### config.mk
export PLATFORM = sky130hd
export DESIGN_NAME = int_to_ascii_radix
export DESIGN_NICKNAME = d
export VERILOG_FILES = /design/src/sv/i2a_pkg.sv /design/src/sv/i2a_digit_unit.sv /design/src/sv/int_to_ascii_radix.sv
export VERILOG_INCLUDE_DIRS = /design/src /design/src/sv
export SDC_FILE = /design/constraint.sdc
export NUM_CORES = 1
export LEC_CHECK = 0
export BUFFER_PORTS_ARGS = -buffer_cell sky130_fd_sc_hd__buf_4
export CAP_MARGIN = 15
export CORE_MARGIN = 5
export CORE_UTILIZATION = 65
export CTS_CLUSTER_SIZE = 20
export DETAILED_ROUTE_END_ITERATION = 8
export GPL_ROUTABILITY_DRIVEN = 0
export GPL_TIMING_DRIVEN = 0
export HOLD_SLACK_MARGIN = 0.02
export PLACE_DENSITY = 0.78
export SLEW_MARGIN = 20
export SYNTH_ARGS = -nofsm -noshare
export SYNTH_HDL_FRONTEND = slang
export SYNTH_HIERARCHICAL = 1
export SYNTH_SLANG_ARGS = --single-unit
export TNS_END_PERCENT = 1
### constraint.sdc
create_clock -name aclk -period 14.5 [get_ports aclk]
set_input_delay 0 -clock aclk [delete_from_list [all_inputs] [get_ports aclk]]
set_output_delay 0 -clock aclk [all_outputs]
set_load 0.03 [all_outputs]
### src/sv/int_to_ascii_radix_defines.svh
// ----------------------------------------------------------------------------
// int_to_ascii_radix_defines
// Assertion macros used by the int_to_ascii_radix RTL file.
// ----------------------------------------------------------------------------
`ifndef INT_TO_ASCII_RADIX_DEFINES_SVH
`define INT_TO_ASCII_RADIX_DEFINES_SVH

`ifndef SYNTHESIS

// Checked on every rising edge while out of reset.
`define I2A_ASSERT(label, clk, rstn, prop, msg) \
    label: assert property (@(posedge clk) disable iff (!rstn) prop) else $error(msg);

// Checked on every rising edge, reset included.
`define I2A_ASSERT_ALWAYS(label, clk, prop, msg) \
    label: assert property (@(posedge clk) prop) else $error(msg);

`else

`define I2A_ASSERT(label, clk, rstn, prop, msg)
`define I2A_ASSERT_ALWAYS(label, clk, prop, msg)

`endif

`endif

### src/sv/i2a_pkg.sv
// ----------------------------------------------------------------------------
// i2a_pkg
// Types, codes and character helpers for the binary to ASCII radix converter.
// ----------------------------------------------------------------------------
package i2a_pkg;

    localparam int VALUE_W = 32;
    localparam int CMD_W   = 3;

    // Conversion kinds
    localparam logic [CMD_W-1:0] CMD_SDEC = 3'd0;
    localparam logic [CMD_W-1:0] CMD_UDEC = 3'd1;
    localparam logic [CMD_W-1:0] CMD_HEXL = 3'd2;
    localparam logic [CMD_W-1:0] CMD_HEXU = 3'd3;
    localparam logic [CMD_W-1:0] CMD_OCT  = 3'd4;

    // floor(x / 10) == (x * DIV10_RECIP) >> DIV10_SHIFT for any x < 2^32
    localparam logic [31:0] DIV10_RECIP = 32'hCCCC_CCCD;
    localparam int          DIV10_SHIFT = 35;

    localparam logic [6:0] ASCII_ZERO    = 7'h30;
    localparam logic [6:0] ASCII_MINUS   = 7'h2D;
    localparam logic [6:0] ASCII_UPPER_A = 7'h41;
    localparam logic [6:0] ASCII_LOWER_A = 7'h61;

    typedef enum logic [1:0] {
        RADIX_DEC,
        RADIX_HEX,
        RADIX_OCT
    } radix_t;

    typedef enum logic [2:0] {
        ST_IDLE,
        ST_MUL,
        ST_DIG,
        ST_SIGN,
        ST_EMIT
    } state_t;

    typedef struct packed {
        logic   load_mul;
        radix_t radix;
    } du_ctrl_t;

    function automatic logic [6:0] digit_ascii(input logic [3:0] digit, input logic upper);
        logic [6:0] d7;
        d7 = {3'b000, digit};
        if (digit < 4'd10) begin
            digit_ascii = ASCII_ZERO + d7;
        end else if (upper) begin
            digit_ascii = ASCII_UPPER_A + d7 - 7'd10;
        end else begin
            digit_ascii = ASCII_LOWER_A + d7 - 7'd10;
        end
    endfunction

endpackage

### src/sv/i2a_digit_unit.sv
// ----------------------------------------------------------------------------
// i2a_digit_unit
// Shared digit extractor: splits a magnitude into its lowest digit and the
// remaining quotient. Decimal goes through a registered reciprocal multiply;
// hex and octal are plain shift and mask.
// ----------------------------------------------------------------------------
module i2a_digit_unit #(
    parameter int DATA_WIDTH = 32
) (
    input  logic                  aclk,
    input  i2a_pkg::du_ctrl_t     ctrl,
    input  logic [DATA_WIDTH-1:0] mag,
    output logic [3:0]            digit,
    output logic [DATA_WIDTH-1:0] quot
);

    localparam int PROD_W = DATA_WIDTH + 32;

    logic [PROD_W-1:0]     prod_reg;
    logic [DATA_WIDTH-1:0] quot_dec;
    logic [3:0]            tens4;

    // mag must stay put between the multiply and the remainder cycle
    always_ff @(posedge aclk) begin
        if (ctrl.load_mul) begin
            prod_reg <= PROD_W'(mag) * PROD_W'(i2a_pkg::DIV10_RECIP);
        end
    end

    assign quot_dec = DATA_WIDTH'(prod_reg >> i2a_pkg::DIV10_SHIFT);

    // low nibble of quot*10 is all the remainder needs
    assign tens4 = {quot_dec[0], 3'b000} + {quot_dec[2:0], 1'b0};

    always_comb begin
        case (ctrl.radix)
            i2a_pkg::RADIX_DEC: begin
                digit = mag[3:0] - tens4;
                quot  = quot_dec;
            end
            i2a_pkg::RADIX_HEX: begin
                digit = mag[3:0];
                quot  = mag >> 4;
            end
            i2a_pkg::RADIX_OCT: begin
                digit = {1'b0, mag[2:0]};
                quot  = mag >> 3;
            end
            default: begin
                digit = mag[3:0];
                quot  = mag >> 4;
            end
        endcase
    end

endmodule

### src/sv/int_to_ascii_radix.sv
// ----------------------------------------------------------------------------
// int_to_ascii_radix
// Converts a word to ASCII text in decimal (signed or unsigned), hex or octal,
// most significant character first, last character flagged with tlast.
// ----------------------------------------------------------------------------
// Sequence: the word is taken in idle, then each decimal digit gets a reciprocal
//   multiply step and then a remainder step, each hex/octal digit one digit step, then
//   characters go out; first character appears after all digits are formed.
// A new word is taken only once the last character of the previous one is loaded into
//   the output register; the single shared digit unit serves one word. Invalid kinds are dropped.
// Reset: synchronous; sequencer idle, output word empty. No clearing pass.
`include "int_to_ascii_radix_defines.svh"

module int_to_ascii_radix #(
    parameter int DATA_WIDTH = 32
) (
    input  logic        aclk,
    input  logic        aresetn,
    input  logic        s_tvalid,
    output logic        s_tready,
    input  logic [31:0] s_tdata,   // [31:0] value
    input  logic [2:0]  s_tuser,   // [2:0] cmd
    output logic        m_tvalid,
    input  logic        m_tready,
    output logic [7:0]  m_tdata,   // [6:0] character, [7] zero
    output logic        m_tlast
);

    localparam int MAX_DIGITS = (DATA_WIDTH + 2) / 3;
    localparam int CNT_W      = $clog2(MAX_DIGITS + 1);
    localparam int IDX_W      = $clog2(MAX_DIGITS);

    i2a_pkg::state_t       state_reg, state_next;
    i2a_pkg::radix_t       radix_reg, radix_next;
    logic [DATA_WIDTH-1:0] mag_reg, mag_next;
    logic [CNT_W-1:0]      cnt_reg, cnt_next;
    logic                  neg_reg, neg_next;
    logic                  upper_reg, upper_next;

    logic [3:0]            dig_mem [MAX_DIGITS];
    logic                  dig_we;
    logic [3:0]            dig_rd_reg;
    logic [CNT_W-1:0]      rd_addr;

    logic                  m_tvalid_reg;
    logic [6:0]            m_char_reg;
    logic                  m_tlast_reg;
    logic                  out_free;
    logic                  out_load;
    logic [6:0]            out_char;
    logic                  out_last;

    i2a_pkg::du_ctrl_t     du_ctrl;
    logic [3:0]            du_digit;
    logic [DATA_WIDTH-1:0] du_quot;

    logic [DATA_WIDTH-1:0] in_val;
    logic                  in_neg;
    logic [CNT_W-1:0]      rd_cnt;

    i2a_digit_unit #(
        .DATA_WIDTH(DATA_WIDTH)
    ) u_digit (
        .aclk  (aclk),
        .ctrl  (du_ctrl),
        .mag   (mag_reg),
        .digit (du_digit),
        .quot  (du_quot)
    );

    assign in_val   = s_tdata[DATA_WIDTH-1:0];
    assign in_neg   = (s_tuser == i2a_pkg::CMD_SDEC) && in_val[DATA_WIDTH-1];
    assign out_free = !m_tvalid_reg || m_tready;
    assign rd_cnt   = cnt_reg - CNT_W'(1);
    assign rd_addr  = cnt_next - CNT_W'(1);
    assign out_char = i2a_pkg::digit_ascii(dig_rd_reg, upper_reg);

    always_comb begin
        state_next = state_reg;
        radix_next = radix_reg;
        mag_next   = mag_reg;
        cnt_next   = cnt_reg;
        neg_next   = neg_reg;
        upper_next = upper_reg;
        du_ctrl    = '{load_mul: 1'b0, radix: radix_reg};
        dig_we     = 1'b0;
        out_load   = 1'b0;
        out_last   = 1'b0;
        s_tready   = 1'b0;
        case (state_reg)
            i2a_pkg::ST_IDLE: begin
                s_tready   = 1'b1;
                neg_next   = in_neg;
                upper_next = (s_tuser == i2a_pkg::CMD_HEXU);
                mag_next   = in_neg ? DATA_WIDTH'(~in_val + DATA_WIDTH'(1)) : in_val;
                cnt_next   = '0;
                if (s_tvalid) begin
                    case (s_tuser)
                        i2a_pkg::CMD_SDEC, i2a_pkg::CMD_UDEC: begin
                            radix_next = i2a_pkg::RADIX_DEC;
                            state_next = i2a_pkg::ST_MUL;
                        end
                        i2a_pkg::CMD_HEXL, i2a_pkg::CMD_HEXU: begin
                            radix_next = i2a_pkg::RADIX_HEX;
                            state_next = i2a_pkg::ST_DIG;
                        end
                        i2a_pkg::CMD_OCT: begin
                            radix_next = i2a_pkg::RADIX_OCT;
                            state_next = i2a_pkg::ST_DIG;
                        end
                        default: begin
                            state_next = i2a_pkg::ST_IDLE;   // unused kind: no output
                        end
                    endcase
                end
            end
            i2a_pkg::ST_MUL: begin
                du_ctrl.load_mul = 1'b1;
                state_next       = i2a_pkg::ST_DIG;
            end
            i2a_pkg::ST_DIG: begin
                dig_we   = 1'b1;
                mag_next = du_quot;
                cnt_next = cnt_reg + CNT_W'(1);
                if (du_quot == '0) begin
                    state_next = neg_reg ? i2a_pkg::ST_SIGN : i2a_pkg::ST_EMIT;
                end else if (radix_reg == i2a_pkg::RADIX_DEC) begin
                    state_next = i2a_pkg::ST_MUL;
                end
            end
            i2a_pkg::ST_SIGN: begin
                if (out_free) begin
                    out_load   = 1'b1;
                    state_next = i2a_pkg::ST_EMIT;
                end
            end
            i2a_pkg::ST_EMIT: begin
                out_last = (cnt_reg == CNT_W'(1));
                if (out_free) begin
                    out_load = 1'b1;
                    cnt_next = rd_cnt;
                    if (out_last) begin
                        state_next = i2a_pkg::ST_IDLE;
                    end
                end
            end
            default: begin
                state_next = i2a_pkg::ST_IDLE;
            end
        endcase
    end

    always_ff @(posedge aclk) begin
        if (!aresetn) begin
            state_reg <= i2a_pkg::ST_IDLE;
        end else begin
            state_reg <= state_next;
        end
    end

    always_ff @(posedge aclk) begin
        radix_reg <= radix_next;
        mag_reg   <= mag_next;
        cnt_reg   <= cnt_next;
        neg_reg   <= neg_next;
        upper_reg <= upper_next;
    end

    // digits are stored least significant first, read back from the top
    always_ff @(posedge aclk) begin
        if (dig_we) begin
            dig_mem[cnt_reg[IDX_W-1:0]] <= du_digit;
        end
        // while a digit is written, it is also the one to be read next
        dig_rd_reg <= dig_we ? du_digit : dig_mem[rd_addr[IDX_W-1:0]];
    end

    always_ff @(posedge aclk) begin
        if (!aresetn) begin
            m_tvalid_reg <= 1'b0;
        end else if (out_load) begin
            m_tvalid_reg <= 1'b1;
        end else if (m_tready) begin
            m_tvalid_reg <= 1'b0;
        end
    end

    always_ff @(posedge aclk) begin
        if (out_load) begin
            m_char_reg  <= (state_reg == i2a_pkg::ST_SIGN) ? i2a_pkg::ASCII_MINUS : out_char;
            m_tlast_reg <= out_last;
        end
    end

    assign m_tvalid = m_tvalid_reg;
    assign m_tdata  = {1'b0, m_char_reg};
    assign m_tlast  = m_tlast_reg;

    `I2A_ASSERT(a_dig_in_range, aclk, aresetn,
        (state_reg == i2a_pkg::ST_DIG) |-> (cnt_reg < CNT_W'(MAX_DIGITS)),
        "digit buffer overrun")
    `I2A_ASSERT(a_emit_nonempty, aclk, aresetn,
        (state_reg == i2a_pkg::ST_EMIT) |-> (cnt_reg != '0),
        "emit with no digits left")
    `I2A_ASSERT(a_bad_cmd_idle, aclk, aresetn,
        (s_tvalid && s_tready && s_tuser != i2a_pkg::CMD_SDEC
            && s_tuser != i2a_pkg::CMD_UDEC && s_tuser != i2a_pkg::CMD_HEXL
            && s_tuser != i2a_pkg::CMD_HEXU && s_tuser != i2a_pkg::CMD_OCT)
            |=> (state_reg == i2a_pkg::ST_IDLE),
        "unused kind started a conversion")
    `I2A_ASSERT(a_last_not_minus, aclk, aresetn,
        (m_tvalid && m_tlast) |-> (m_tdata[6:0] != i2a_pkg::ASCII_MINUS),
        "final word is a minus sign")
    `I2A_ASSERT(a_sign_only_neg, aclk, aresetn,
        (state_reg == i2a_pkg::ST_SIGN) |-> neg_reg,
        "sign emitted for non-negative value")

endmodule
Yosys cells after proc, flatten, opt, wreduce, memory -nomap -nowiden:

Memory sizes are Yosys's and may differ from the RTL's. A register that Yosys moved wholly into a read port is not among the register bits.
Cells that the tools add are included.

* memory bits (writable): 44
* output and inout bits: 11
* input bits: 39
* register bits: 116
* memories: 1
* word-level logic and storage cells: 83

* order comparisons: 1
* multiplexer cells: 27
* reduce and logical (&&, ||, !) cells: 16
* eq/ne operators: 15
* $mul: 1
* add/subtract/negate cells: 11
* bitwise gates (word level): 1

Memories
* dig_mem: depth 11, bits a word 4, read ports 1, clocked after memory_dff 1, write ports 1, RTL line int_to_ascii_radix.sv:40 `logic [3:0] dig_mem [MAX_DIGITS];`

Operators with widths (count)
* multiplier 32 x 32 -> 64 bit (second input constant): 1
* one-hot mux 32 bit (2 select lines): 1
* one-hot mux 29 bit (2 select lines): 1
* adder 32 x 1 -> 32 bit (second input constant): 1
* logical NOT 32 bit: 1
* 2-to-1 mux 32 bit: 1
* NOT 32 bit: 1
* 2-to-1 mux 3 bit: 7
* one-hot mux 3 bit (5 select lines): 1
* 2-to-1 mux 7 bit: 2
* subtractor 7 x 4 -> 7 bit (second input constant): 2
* == test 3 x 2 -> 1 bit (second input constant): 4
* one-hot mux 4 bit (3 select lines): 1
* 2-to-1 mux 1 bit: 9
* != test 2 bit (second input constant): 4
* one-hot mux 4 bit (2 select lines): 1
* subtractor 4 x 1 -> 4 bit (second input constant): 2
* adder 6 x 4 -> 7 bit (first input constant): 1
* adder 6 x 5 -> 7 bit (first input constant): 1
* adder 7 x 4 -> 7 bit (first input constant): 1
* == test 3 x 1 -> 1 bit (second input constant): 2
* == test 3 bit (second input constant): 2
* logical NOT 3 bit: 2
* one-hot mux 2 bit (3 select lines): 1
* 19 further kinds: 22

Longest topological paths before layout:

* depth after elaboration: 5
* depth in mapped cells: 25
* depth with buffers taken out: 25

By module:

The synthesis kept the hierarchy.

Modules (own cells, without submodules)
* i2a_digit_unit: area each 18496.5 µm², instances 1, seq. area each 870.8 µm², cells each 1879
* int_to_ascii_radix: area each 5068.6 µm², instances 1, seq. area each 2882.8 µm², cells each 444

Worst setup path before layout:

No wires, ideal clock.

* kind: register to register
* start: reg mag_reg[16]
* end: reg u_digit.prod_reg[49] (data pin)
* setup slack: 7.462 ns
* arrival time: 6.779 ns
* cell stages (with the launch flop): 25
* path through: edfxtp_1 -> ha_1 -> inv_1 -> fa_1 -> inv_1 -> fa_1 -> inv_1 -> fa_1 -> inv_1 -> fa_1 -> fa_1 -> fa_1 -> inv_1 -> fa_1 -> inv_1 -> ha_1 -> a21o_1 -> o21bai_4 -> a211oi_2 -> a32oi_1 -> nor3_4 -> a31oi_2 -> a221o_2 -> a21oi_2 -> xnor2_1

* longest elaborated chain between the ends: 1

Ends and longest elaborated chain
* from (decl): RTL line int_to_ascii_radix.sv:35 `logic [DATA_WIDTH-1:0] mag_reg, mag_next;`
* from (signal assigned): RTL line int_to_ascii_radix.sv:163 `mag_reg <= mag_next;`
* multiplier 32 x 32 -> 64 bit: RTL line i2a_digit_unit.sv:26 `prod_reg <= PROD_W'(mag) * PROD_W'(i2a_pkg::DIV10_RECIP);`
* to (signal assigned): RTL line i2a_digit_unit.sv:26
* to (decl): RTL line i2a_digit_unit.sv:19 `logic [PROD_W-1:0] prod_reg;`

Every way passes these cells.
A chain may end at the register's enable or synchronous reset.

Final worst setup path:

* start: reg mag_reg[8]
* end: reg u_digit.prod_reg[58] (data pin)

Same word-level chain as after synthesis.

==> insert_results.sql <==
INSERT INTO impl_metrics (metric_group, metric, value, unit) VALUES
('synthesis', 'mapped_cells', '2323', ''),
('setup_path', 'worstPathArrival', '8.61', 'ns'),
('timing', 'tns', '0', 'ns'),
('timing', 'worst_pin_slew', '0.9012', 'ns'),
('clock_tree', 'clk_pin_slew_worst_paths', '0.06', 'ns'),
('routing', 'post_drt_via_cell_ratio', '6.039', ''),
('grt', 'pin_count_of_the_biggest_net_entering_global_routing', '27', ''),
('floorplan', 'die-area', '40160', 'um^2'),
('synthesis', 'synth_xor_area_frac', '0.04274', ''),
('finish', 'insertedDiodeCount', '0', ''),
('finish', 'finalNetCount', '3205', ''),
('synthesis', 'ys_async_sr_fraction', '0', ''),
('routing', 'number_of_iterations_in_the_first_detailed_routing_pass', '6', ''),
('routing', 'via_count', '17501', ''),
('setup_path', 'worst-path-max-fanout', '9', ''),
('floorplan', 'initial_utilization', '0.6609', ''),
('synthesis', 'synthesis.area_per_instance', '10.14', 'um^2'),
('grt', 'grtUsageTotal', '0.3185', ''),
('timing', 'final.setup_skew', '0.01089', 'ns'),
('finish', 'post-route-util', '0.7138', ''),
('finish', 'area.growth.synth_to_final', '7.996', '%'),
('clock_tree', 'cts_resized', '0', ''),
('setup_path', 'critical-path-max-stage-delay', '0.65', 'ns'),
('clock_tree', 'htreeDepth', '4', ''),
('timing', 'final-setup-viol-count', '0', ''),
('synthesis', 'synth_flop_cell', 'sky130_fd_sc_hd__edfxtp_1', ''),
('synthesis', 'post_synth_instance_area', '23570', 'um^2'),
('clock_tree', 'tritoncts.num_buffers', '17', ''),
('finish', 'drive_above_1_share', '0.05129', ''),
('job', 'cap_violations', '0', ''),
('floorplan', 'core_area', '35660', 'um^2'),
('routing', 'ant_nets', '0', ''),
('synthesis', 'top_cell_type_s_share_of_synthesized_area', '0.3279', ''),
('timing', 'hold_viol', '0', ''),
('synthesis', 'yosysWarningCount', '6', ''),
('clock_tree', 'clock_sinks', '129', ''),
('routing', 'detail_route.iter0.violations', '1896', ''),
('placement', 'cell_count_post_placement', '2837', ''),
('synthesis', 'synth_top_area_cell', 'sky130_fd_sc_hd__fa_1', ''),
('floorplan', 'dieWidth', '200.4', 'um'),
('grt', 'grt_antenna_before_repair', '1', ''),
('placement', 'placement.io_buffers', '47', ''),
('routing', 'routed_wire_length_per_instance', '21.74', 'um'),
('setup_path', 'timing.critical_path.from_type', 'flip-flop', ''),
('setup_path', 'criticalPathCategory', 'reg -> reg', ''),
('finish', 'fillers', '2485', ''),
('clock_tree', 'clk-insertion-delay-late', '0.43', 'ns'),
('synthesis', 'number_of_flops_mapped_to_enable_cells_by_yosys', '117', ''),
('grt', 'grt_overflow', '0', ''),
('clock_tree', 'cts_tree', 'yes', ''),
('timing', 'slew_viol_final', '0', ''),
('setup_path', 'critPathTopFamily', 'adder cells', ''),
('floorplan', 'ioPinCount', '50', ''),
('synthesis', 'yosysSeqAreaShare', '0.1593', ''),
('grt', 'first_global_vias', '18606', ''),
('setup_path', 'path_cells', 'ha_1 > clkbuf_1 > xnor2_1 > o21ai_0 > fa_1 > inv_1 > fa_1 > fa_1 > inv_1 > fa_1 > fa_1 > inv_1 > fa_1 > inv_1 > ha_1 > nand2_1 > nor3_2 > a31oi_1 > a211oi_1 > nor3_2 > o41ai_4 > a31oi_1 > o21ai_1 > xor2_1', ''),
('setup_path', 'timing.critical_path.to_type', 'flip-flop', ''),
('setup_path', 'required', '14.67', 'ns'),
('setup_path', 'critical-path-top-cell-by-count', 'sky130_fd_sc_hd__fa_1', ''),
('timing', 'post-route-worst-setup-slack', '6.052', 'ns'),
('synthesis', 'yosys_register_bits', '129', ''),
('timing', 'maxClockFrequency', '118.4', 'MHz'),
('finish', 'final_cell_mix', 'sky130_fd_sc_hd__inv_1, sky130_fd_sc_hd__fa_1, sky130_fd_sc_hd__ha_1', ''),
('placement', 'placement.setup.worst_slack', '6.282', 'ns'),
('status', 'outcome', 'complete, no violations', ''),
('synthesis', 'synth-compound-area-share', '0.08325', ''),
('routing', 'post-route-drc-count', '0', ''),
('synthesis', 'post_synth_num_cell_types', '84', ''),
('placement', 'place.detailed.hpwl', '52890', 'um'),
('min_path', 'worstHoldPathType', 'in -> reg', ''),
('clock_tree', 'root_buffer', 'sky130_fd_sc_hd__clkbuf_16', '');
-- final cells by class --
type / count / area, um^2 / share of cell area
Inverter: 620 / 2327 / 0.09145
Clock buffer: 19 / 442.9 / 0.01740
Tap cell: 461 / 576.8 / 0.02266
Buffer: 44 / 217.7 / 0.008555
Timing Repair Buffer: 80 / 693.2 / 0.02724
Clock inverter: 13 / 151.4 / 0.005949
Sequential cell: 129 / 3754 / 0.1475
Multi-Input combinational cell: 1532 / 17290 / 0.6793
-- what timing repair did --
action                    in CTS  in global routing
setup buffers                  0                  0
hold buffers                  29                  0
hold endpoints to repair      32                  0
-- layer usage --
metal	vias to the layer above	share of wire	track usage
met2	1026	0.47	0.5230
met3	250	0.090	0.06226
met1	8608	0.38	0.4123
met5	-	0.00030	0
li1	7615	-	-
met4	2	0.061	0.1465
-- path summary, 6_finish.rpt --
| kind | from | end | slack [ns] | cells after the start |
|---|---|---|---|---|
| setup / recovery | mag_reg[8]$_DFFE_PP_ | u_digit/prod_reg[58]$_DFFE_PP_ | 6.05 | 24 |
| setup reg to reg | mag_reg[8]$_DFFE_PP_ | u_digit/prod_reg[58]$_DFFE_PP_ | 6.05 | 24 |
| hold reg to reg | cnt_reg[3]$_DFF_P_ | cnt_reg[3]$_DFF_P_ | 0.63 | 1 |
| hold / removal | s_tdata[5] | mag_reg[5]$_DFFE_PP_ | 0.06 | 3 |
-- cell usage after synthesis (all sizes together), types with 25 or more instances --
| cell | instances |
|---|---|
| a21o | 32 |
| a21oi | 87 |
| and2 | 25 |
| clkbuf | 35 |
| edfxtp | 117 |
| fa | 386 |
| ha | 356 |
| inv | 620 |
| mux2i | 44 |
| nand2 | 124 |
| nor2 | 56 |
| o21ai | 106 |
| xnor2 | 54 |
| xor2 | 61 |
-- through the flow --
step,hold WS [ns],cell area [um^2]
6_report,0.05710,25450
4_1_cts,0.02506,25450
3_3_place_gp,0.2255,24500
5_1_grt,0.04977,25450
2_1_floorplan,0.1177,23570
3_5_place_dp,0.2417,24560
-- kinds of logic after synthesis --
family          count (synthesis)
flops                         129
other cells                     2
mux                            52
compound gates                309
buf+inv                       664
simple gates                  310
fa+ha+maj                     742
xor+xnor                      115
-- worst reg2reg max path: stages (launching register included) --
cell and delay, ns:
sky130_fd_sc_hd__edfxtp_1 0.65, sky130_fd_sc_hd__ha_1 0.45, sky130_fd_sc_hd__clkbuf_1 0.44, sky130_fd_sc_hd__xnor2_1 0.28, sky130_fd_sc_hd__o21ai_0 0.18, sky130_fd_sc_hd__fa_1 0.55
sky130_fd_sc_hd__inv_1 0.06, sky130_fd_sc_hd__fa_1 0.49, sky130_fd_sc_hd__fa_1 0.49, sky130_fd_sc_hd__inv_1 0.06, sky130_fd_sc_hd__fa_1 0.51, sky130_fd_sc_hd__fa_1 0.55
sky130_fd_sc_hd__inv_1 0.06, sky130_fd_sc_hd__fa_1 0.53, sky130_fd_sc_hd__inv_1 0.05, sky130_fd_sc_hd__ha_1 0.34, sky130_fd_sc_hd__nand2_1 0.11, sky130_fd_sc_hd__nor3_2 0.38
sky130_fd_sc_hd__a31oi_1 0.16, sky130_fd_sc_hd__a211oi_1 0.49, sky130_fd_sc_hd__nor3_2 0.23, sky130_fd_sc_hd__o41ai_4 0.55, sky130_fd_sc_hd__a31oi_1 0.25, sky130_fd_sc_hd__o21ai_1 0.23
sky130_fd_sc_hd__xor2_1 0.09
Power is not shown: default switching activity piles up to over one toggle a cycle in this logic, so the estimate is an artifact.
